$ cat config.mk
export PLATFORM = sky130hd
export DESIGN_NAME = arp_cache_with_next_hop
export DESIGN_NICKNAME = d
export VERILOG_FILES = /design/src/rtl/arpc_pkg.sv /design/src/rtl/arpc_ctrl.sv /design/src/rtl/arpc_dp.sv /design/src/rtl/arp_cache_with_next_hop.sv
export SDC_FILE = /design/constraint.sdc
export NUM_CORES = 2
export LEC_CHECK = 0
export BUFFER_PORTS_ARGS = -buffer_cell sky130_fd_sc_hd__buf_4
export CAP_MARGIN = 30
export CORE_AREA = 5 5 425 427
export DETAILED_ROUTE_END_ITERATION = 7
export DIE_AREA = 0 0 430 432
export SLEW_MARGIN = 20
export SYNTH_ARGS = -nofsm -noshare
export SYNTH_HDL_FRONTEND = slang
export SYNTH_HIERARCHICAL = 1
export SYNTH_SLANG_ARGS = --single-unit
$ cat constraint.sdc
create_clock -name i_clk -period 14.7 [get_ports i_clk]
set_input_delay 1.47 -clock i_clk [delete_from_list [all_inputs] [get_ports i_clk]]
set_output_delay 1.47 -clock i_clk [all_outputs]
set_load 0.1 [all_outputs]
$ cat src/rtl/arpc_pkg.sv
// arpc_pkg: shared types and constants for the ARP cache with next-hop selection.
// Holds the word structs, status codes, register indexes and the controller state type.
// Depends on nothing; every other file of the block imports it.
`default_nettype none

package arpc_pkg;

    localparam int ENTRIES_DEF = 16;
    localparam int ADDR_W      = 32;
    localparam int MAC_W       = 48;
    localparam int SLOT_W      = 4;
    localparam int CFG_IDX_W   = 2;

    // Configuration register indexes
    localparam logic [CFG_IDX_W-1:0] CFG_LOCAL_ADDR = 2'd0;
    localparam logic [CFG_IDX_W-1:0] CFG_SUBNET     = 2'd1;
    localparam logic [CFG_IDX_W-1:0] CFG_GATEWAY    = 2'd2;

    // Item modes
    localparam logic MODE_INSERT  = 1'b0;
    localparam logic MODE_RESOLVE = 1'b1;

    // Result status codes
    typedef enum logic [2:0] {
        ST_HIT       = 3'd0,
        ST_MISS      = 3'd1,
        ST_UPDATED   = 3'd2,
        ST_FILLED    = 3'd3,
        ST_OVERWROTE = 3'd4
    } t_status;

    typedef struct packed {
        logic              mode;
        logic [ADDR_W-1:0] address;
        logic [MAC_W-1:0]  hw_address;
    } t_in_item;

    typedef struct packed {
        logic [2:0]        status;
        logic [MAC_W-1:0]  found_hw_address;
        logic [ADDR_W-1:0] hop_address;
        logic [SLOT_W-1:0] slot;
    } t_out_item;

    // Controller states
    typedef enum logic [1:0] {
        S_IDLE,
        S_MATCH,
        S_DECIDE,
        S_DONE
    } t_state;

    // Commands from controller to datapath
    typedef struct packed {
        logic capture;
        logic compare;
        logic commit;
    } t_dp_cmd;

endpackage

`default_nettype wire

$ cat src/rtl/arpc_ctrl.sv
// arpc_ctrl: sequencer for one cache operation (capture, compare, commit, report).
// Drives the datapath through t_dp_cmd; depends on arpc_pkg.
`default_nettype none

module arpc_ctrl (
    input  wire logic              i_clk,
    input  wire logic              i_rst_n,
    input  wire logic              start,
    output logic                   busy,
    output logic                   o_done,
    output arpc_pkg::t_dp_cmd      o_cmd
);
    import arpc_pkg::*;

    t_state r_state;
    t_state n_state;

    // State register
    always_ff @(posedge i_clk) begin
        if (!i_rst_n) begin
            r_state <= S_IDLE;
        end else begin
            r_state <= n_state;
        end
    end

    // Next state and commands
    always_comb begin
        n_state       = r_state;
        o_cmd         = '0;
        busy          = 1'b1;
        o_done        = 1'b0;
        case (r_state)
            S_IDLE: begin
                busy = 1'b0;
                if (start) begin
                    o_cmd.capture = 1'b1;
                    n_state       = S_MATCH;
                end
            end
            S_MATCH: begin
                o_cmd.compare = 1'b1;
                n_state       = S_DECIDE;
            end
            S_DECIDE: begin
                o_cmd.commit = 1'b1;
                n_state      = S_DONE;
            end
            S_DONE: begin
                o_done  = 1'b1;
                n_state = S_IDLE;
            end
            default: begin
                n_state = S_IDLE;
            end
        endcase
    end

    // An accepted word always produces a result, through the MATCH and DECIDE states to DONE
    a_accept_done: assert property (@(posedge i_clk) disable iff (!i_rst_n)
        (start && !busy) |-> ##3 o_done)
        else $error("accepted word did not complete in time");

    // Result strobe lasts one cycle and the block is free right after
    a_done_pulse: assert property (@(posedge i_clk) disable iff (!i_rst_n)
        o_done |=> (!o_done && !busy))
        else $error("result strobe not followed by idle");

    // No word is taken while one is in flight
    a_no_capture_busy: assert property (@(posedge i_clk) disable iff (!i_rst_n)
        busy |-> !o_cmd.capture)
        else $error("capture while busy");

endmodule

`default_nettype wire

$ cat src/rtl/arpc_dp.sv
// arpc_dp: configuration registers, entry store with parallel compare, MAC memory
// and result registers. Commanded by arpc_ctrl; depends on arpc_pkg.
`default_nettype none

module arpc_dp #(
    parameter int ENTRIES = arpc_pkg::ENTRIES_DEF
) (
    input  wire logic                           i_clk,
    input  wire logic                           i_rst_n,
    input  wire logic                           i_cfg_we,
    input  wire logic [arpc_pkg::CFG_IDX_W-1:0] i_cfg_idx,
    input  wire logic [arpc_pkg::ADDR_W-1:0]    i_cfg_data,
    input  wire arpc_pkg::t_in_item             i_item,
    input  wire arpc_pkg::t_dp_cmd              i_cmd,
    output arpc_pkg::t_out_item                 o_result
);
    import arpc_pkg::*;

    localparam int IDX_W = (ENTRIES > 1) ? $clog2(ENTRIES) : 1;

    // Configuration
    logic [ADDR_W-1:0] r_local;
    logic [ADDR_W-1:0] r_mask;
    logic [ADDR_W-1:0] r_gw;

    // Captured word
    logic              r_mode;
    logic [ADDR_W-1:0] r_key;
    logic [MAC_W-1:0]  r_mac_in;

    // Entry store: addresses and valid bits compared in parallel, MACs in memory
    logic [ADDR_W-1:0]  r_ip [ENTRIES];
    logic [ENTRIES-1:0] r_valid;
    logic [MAC_W-1:0]   r_mac_mem [ENTRIES];

    logic [ENTRIES-1:0] r_match;
    logic [ENTRIES-1:0] r_free;

    // Result registers
    t_status           r_status;
    logic              r_found;
    logic [MAC_W-1:0]  r_rd_mac;
    logic [IDX_W-1:0]  r_slot;

    logic [ADDR_W-1:0] n_key;
    logic              hit_any;
    logic [IDX_W-1:0]  hit_idx;
    logic              free_any;
    logic [IDX_W-1:0]  free_idx;
    logic              wr_en;
    logic              wr_new;
    logic [IDX_W-1:0]  wr_idx;
    t_status           n_status;
    logic [IDX_W-1:0]  n_slot;
    logic [31:0]       slot_wide;

    // Configuration writes; unknown indexes are dropped
    always_ff @(posedge i_clk) begin
        if (!i_rst_n) begin
            r_local <= '0;
            r_mask  <= '0;
            r_gw    <= '0;
        end else if (i_cfg_we) begin
            case (i_cfg_idx)
                CFG_LOCAL_ADDR: r_local <= i_cfg_data;
                CFG_SUBNET:     r_mask  <= i_cfg_data;
                CFG_GATEWAY:    r_gw    <= i_cfg_data;
                default: ;
            endcase
        end
    end

    // Lookup key: inserted address, or next hop after the on-link test
    always_comb begin
        if (i_item.mode == MODE_RESOLVE &&
            (i_item.address & r_mask) != (r_local & r_mask)) begin
            n_key = r_gw;
        end else begin
            n_key = i_item.address;
        end
    end

    always_ff @(posedge i_clk) begin
        if (i_cmd.capture) begin
            r_mode   <= i_item.mode;
            r_key    <= n_key;
            r_mac_in <= i_item.hw_address;
        end
    end

    // Parallel compare against every entry
    always_ff @(posedge i_clk) begin
        if (i_cmd.compare) begin
            for (int i = 0; i < ENTRIES; i++) begin
                r_match[i] <= r_valid[i] && (r_ip[i] == r_key);
            end
            r_free <= ~r_valid;
        end
    end

    // Lowest-index priority encoders
    always_comb begin
        hit_any  = |r_match;
        free_any = |r_free;
        hit_idx  = '0;
        free_idx = '0;
        for (int i = ENTRIES - 1; i >= 0; i--) begin
            if (r_match[i]) begin
                hit_idx = IDX_W'(i);
            end
            if (r_free[i]) begin
                free_idx = IDX_W'(i);
            end
        end
    end

    // Decide write target and result
    always_comb begin
        wr_en    = 1'b0;
        wr_new   = 1'b0;
        wr_idx   = '0;
        n_status = ST_MISS;
        n_slot   = '0;
        if (r_mode == MODE_RESOLVE) begin
            if (hit_any) begin
                n_status = ST_HIT;
                n_slot   = hit_idx;
            end
        end else begin
            wr_en = 1'b1;
            if (hit_any) begin
                n_status = ST_UPDATED;
                wr_idx   = hit_idx;
            end else if (free_any) begin
                n_status = ST_FILLED;
                wr_new   = 1'b1;
                wr_idx   = free_idx;
            end else begin
                // full cache: slot 0 is replaced
                n_status = ST_OVERWROTE;
                wr_new   = 1'b1;
                wr_idx   = '0;
            end
            n_slot = wr_idx;
        end
    end

    // Valid bits
    always_ff @(posedge i_clk) begin
        if (!i_rst_n) begin
            r_valid <= '0;
        end else if (i_cmd.commit && wr_new) begin
            r_valid[wr_idx] <= 1'b1;
        end
    end

    // Entry addresses
    always_ff @(posedge i_clk) begin
        if (i_cmd.commit && wr_new) begin
            r_ip[wr_idx] <= r_key;
        end
    end

    // MAC memory: one write port, one registered read port
    always_ff @(posedge i_clk) begin
        if (i_cmd.commit) begin
            if (wr_en) begin
                r_mac_mem[wr_idx] <= r_mac_in;
            end
            r_rd_mac <= r_mac_mem[hit_idx];
        end
    end

    // Result registers
    always_ff @(posedge i_clk) begin
        if (i_cmd.commit) begin
            r_status <= n_status;
            r_found  <= (r_mode == MODE_RESOLVE) && hit_any;
            r_slot   <= n_slot;
        end
    end

    assign slot_wide = 32'(r_slot);

    always_comb begin
        o_result.status           = r_status;
        o_result.found_hw_address = r_found ? r_rd_mac : '0;
        o_result.hop_address      = r_key;
        o_result.slot             = slot_wide[SLOT_W-1:0];
    end

    // At most one entry per address can match when written through this block
    a_match_unique: assert property (@(posedge i_clk) disable iff (!i_rst_n)
        i_cmd.commit |-> $onehot0(r_match))
        else $error("duplicate address in cache");

    // A new entry only goes into a free slot unless the cache is full
    a_fill_free: assert property (@(posedge i_clk) disable iff (!i_rst_n)
        (i_cmd.commit && wr_new && free_any) |-> r_free[wr_idx])
        else $error("fill targeted a valid entry");

    // Inserted entries stay valid
    a_valid_set: assert property (@(posedge i_clk) disable iff (!i_rst_n)
        (i_cmd.commit && wr_new) |=> r_valid[$past(wr_idx)])
        else $error("written entry not marked valid");

endmodule

`default_nettype wire

$ cat src/rtl/arp_cache_with_next_hop.sv
// ARP cache with next-hop selection: a fully associative table of ENTRIES slots mapping
// IPv4 to MAC addresses. A word is taken when start is high and busy is low; its single
// result appears on o_result with o_done high for one cycle, after the capture /
// compare-all / encode-and-write / report sequence; busy stays high until the block is
// idle again, so no new word is taken before the last one is reported. The receiver
// cannot stall the result, so it must sample o_result whenever o_done is high.
// Configuration writes (index 0 local address, 1 subnet mask, 2 gateway) belong to idle
// periods. All entries are invalid right after reset; no clearing pass is needed.
// Depends on arpc_pkg, arpc_ctrl and arpc_dp.
`default_nettype none

module arp_cache_with_next_hop #(
    parameter int ENTRIES = arpc_pkg::ENTRIES_DEF
) (
    input  wire logic                           i_clk,
    input  wire logic                           i_rst_n,
    input  wire logic                           i_cfg_we,
    input  wire logic [arpc_pkg::CFG_IDX_W-1:0] i_cfg_idx,
    input  wire logic [arpc_pkg::ADDR_W-1:0]    i_cfg_data,
    input  wire logic                           start,
    output logic                                busy,
    input  wire arpc_pkg::t_in_item             i_item,
    output logic                                o_done,
    output arpc_pkg::t_out_item                 o_result
);
    import arpc_pkg::*;

    t_dp_cmd cmd;

    arpc_ctrl u_ctrl (
        .i_clk   (i_clk),
        .i_rst_n (i_rst_n),
        .start   (start),
        .busy    (busy),
        .o_done  (o_done),
        .o_cmd   (cmd)
    );

    arpc_dp #(
        .ENTRIES (ENTRIES)
    ) u_dp (
        .i_clk      (i_clk),
        .i_rst_n    (i_rst_n),
        .i_cfg_we   (i_cfg_we),
        .i_cfg_idx  (i_cfg_idx),
        .i_cfg_data (i_cfg_data),
        .i_item     (i_item),
        .i_cmd      (cmd),
        .o_result   (o_result)
    );

endmodule

`default_nettype wire
==> results.json <==
{
  "avgSynthCellArea_um2": 15.39,
  "power.share.switching_pct": 30.45,
  "fin_util_pct": 40.45,
  "synthCells": 3980,
  "die_w_um": 430,
  "cell_internal_pwr_w": 0.007986,
  "drv_cap": 0,
  "synth_edf_count": 1449,
  "p_per_area_nw_per_um2": 161.6,
  "worst_setup_path_end_kind": "register",
  "num_antenna_cells": 0,
  "gp_congestion": 0.8098,
  "max_slew_margin_pct": 25.28,
  "synthArstFlopShare_pct": 0,
  "p_total_w": 0.01148,
  "dp_hpwl_mm": 91.35,
  "worst-endpoint-arrival_ps": 5210,
  "cts_hold_buffers": 0,
  "p_switching_w": 0.003497,
  "grtUsageTotal_pct": 16.77,
  "tightest_slew_ps": 1121,
  "crit_path_top_delay_cell": "buf_4",
  "setup_viol": 0,
  "cts_resized": 0,
  "crit_buf_inv": 4,
  "clockRootBuffer": "clkbuf_16",
  "drc_errors": 0,
  "crit_chain": "or3_1 > a221oi_1 > o21ai_4 > buf_4 > nand2_4 > buf_4 > a22oi_1 > buf_4 > nor2_4 > buf_4",
  "grt_overflow": 0,
  "antenna_found_initial": 2,
  "synth_common_cells": "1449 x edfxtp_1, 430 x xnor2_1, 378 x nand2_1",
  "cts_max_path_buffers": 3,
  "fin_crit_ps": 4817,
  "clkTransAtPathRegs_ps": 60,
  "port_buffers": 207,
  "synth_area_leader_cell": "edfxtp_1",
  "grt_pass1_wl_mm": 233.0,
  "period_share_pct": 32.77,
  "die_y_um": 432,
  "cts_tree": "built",
  "wl_per_cell_um": 23.84,
  "dr.pass1.iters": 5,
  "synth.top_cell.area_share_pct": 71.02,
  "post_cts_buffers": 0,
  "skew_ps": 18.75,
  "yosys_register_bits": 1563,
  "vias": 34990,
  "syn_to_final_growth_pct": 16.02,
  "crit_top_cell": "buf_4",
  "path_delay_family": "buffers and inverters",
  "syn_nets": 4104,
  "dieArea_um2": 185800,
  "peakVddDrop_uv": 117.7,
  "preCtsSetupSlack_ps": 9893,
  "combPwrFrac_pct": 19.8,
  "row_count": 154,
  "synth_cell_types": 75,
  "ys_seq_area_share_pct": 74.74,
  "fmax_ghz": 0.2076,
  "yosysWarnings": 6,
  "slew_viol_final": 0,
  "io-pin-count": 208,
  "rsz0062_at_grt": "no",
  "avgViaCountPerCell": 5.199,
  "p_seq_share_pct": 47.4,
  "grt_max_degree": 147,
  "synth_top_flop_cell": "edfxtp_1",
  "max_stage_delay_ps": 790,
  "numCtsBuffers": 158,
  "required_ps": 15090,
  "syn-cell-area_um2": 61270,
  "setup_ws_ps": 9883,
  "first_iter_violations": 3145,
  "hold_class": "reg2reg",
  "nNetsFinal": 4384,
  "crit_type": "reg2reg",
  "cts_htree_levels": 4,
  "crit_path_start_kind": "register",
  "ys_top_cells_by_area": "edfxtp_1 71%, xnor2_1 6.1%, dfxtp_1 3.7%",
  "grt_pass1_vias": 34630,
  "clockPowerShare_pct": 32.8,
  "wirelength_mm": 160.4,
  "clock_latency_ps": 780,
  "setup_tns_ps": 0,
  "leakage_nw": 22.41,
  "final-hold-violation-count": 0,
  "cts_sinks": 1563,
  "crit_fanout": 75,
  "whs_ps": 451.6,
  "status": "complete, no violations",
  "core_area_um2": 175700,
  "drive_gt1_share_pct": 15.17,
  "start_util_pct": 34.87,
  "yosysMostFrequentCell": "edfxtp_1",
  "reg2reg_setup_slack_ps": 9880,
  "drtAntennaViolNets": 0
}
sequential cells by signal, indices dropped and copies added, names as in the netlist, 16 cells and up:
signal / cells
u_dp/r_mask: 32
u_dp/r_local: 32
u_dp/r_ip: 512
u_dp/r_key: 32
u_dp/r_valid: 16
u_dp/r_mac_in: 48
u_dp/r_match: 16
u_dp/r_free: 16
u_dp/r_gw: 32
u_dp/r_rd_mac: 48
u_dp/r_mac_mem: 768
layout make-up:
cell class,count,area [um^2]
clock buffer,213,4259
clock inverter,76,549.3
fill,16000,104600
inverter,33,125.1
multi-input combinational,2164,14740
sequential,1563,45790
tap,2340,2928
timing repair buffer,340,2693
stage by stage:
step / std cells / cell area, um^2
after global placement: 6430 / 66070
after detailed placement: 6437 / 66200
after CTS: 6726 / 71010
after global routing: 6729 / 71080
final: 6729 / 71080
after floorplan: 3980 / 61270
final timing paths:
kind                                      start  depth (start not counted)                    end
worst min register to register    u_dp/r_gw[30]                          2          u_dp/r_gw[30]
worst max-delay path            u_dp/r_match[4]                         10  u_dp/r_mac_mem[11][6]
worst max register to register  u_dp/r_match[4]                         10  u_dp/r_mac_mem[11][6]
worst min-delay path              u_dp/r_gw[30]                          2          u_dp/r_gw[30]
worst reg2reg max path, delay by kind of cell (launching register included):
family | cells | cell delay, ps
AO/OA/AOI/OAI | 3 | 730
flip-flops | 1 | 460
AND/OR/NAND/NOR | 3 | 1030
buffers and inverters | 4 | 2150
logic make-up (layout without fill, tap and decap cells):
| logic type | after synthesis | count (layout) | share of synthesized area (%) |
|---|---|---|---|
| buf+inv | 253 | 662 | 1.683 |
| flops | 1563 | 1563 | 74.74 |
| simple gates | 961 | 961 | 8.007 |
| mux | 66 | 66 | 1.156 |
| compound gates | 592 | 592 | 6.592 |
| xor+xnor | 540 | 540 | 7.719 |
| fa+ha+maj | 5 | 5 | 0.1021 |
layout by cell type, fill, tap and decap left out, drive strengths merged, types with 17 or more instances in the layout:
cell type / netlist / final
a21oi: 120 / 120
buf: 56 / 340
a211o: 28 / 28
clkbuf: 164 / 213
edfxtp: 1449 / 1449
nand4: 118 / 118
o21ai: 53 / 53
o221ai: 34 / 34
xor2: 110 / 110
nor4: 81 / 81
clkinv: 0 / 61
nand3: 37 / 37
dfxtp: 114 / 114
a32oi: 17 / 17
inv: 33 / 42
o22a: 19 / 19
or4: 20 / 20
xnor2: 430 / 430
and2: 53 / 53
nor2: 107 / 107
a211oi: 98 / 98
and3: 82 / 82
mux2i: 28 / 28
mux2: 38 / 38
a31oi: 34 / 34
nand2: 378 / 378
o22ai: 111 / 111
nor3: 28 / 28
power by group through the flow:
stage | sequential, W | clock (W) | combinational (W)
2_1_floorplan | 0.00566 | 0 | 0.00133
3_3_place_gp | 0.00553 | 0 | 0.00227
3_5_place_dp | 0.00554 | 0 | 0.00230
4_1_cts | 0.00545 | 0.00385 | 0.00230
5_1_grt | 0.00547 | 0.00404 | 0.00243
6_report | 0.00545 | 0.00377 | 0.00227
metal layers:
metal | GRT usage (%) | routed length, um | share of wire, %
met5 | 0 | 0 | 0
met4 | 4.769 | 3809 | 2.4
met3 | 3.202 | 11130 | 6.9
met2 | 27.63 | 76680 | 48
met1 | 22.75 | 68770 | 43
Note: power is estimated with default switching activity, not from simulation.
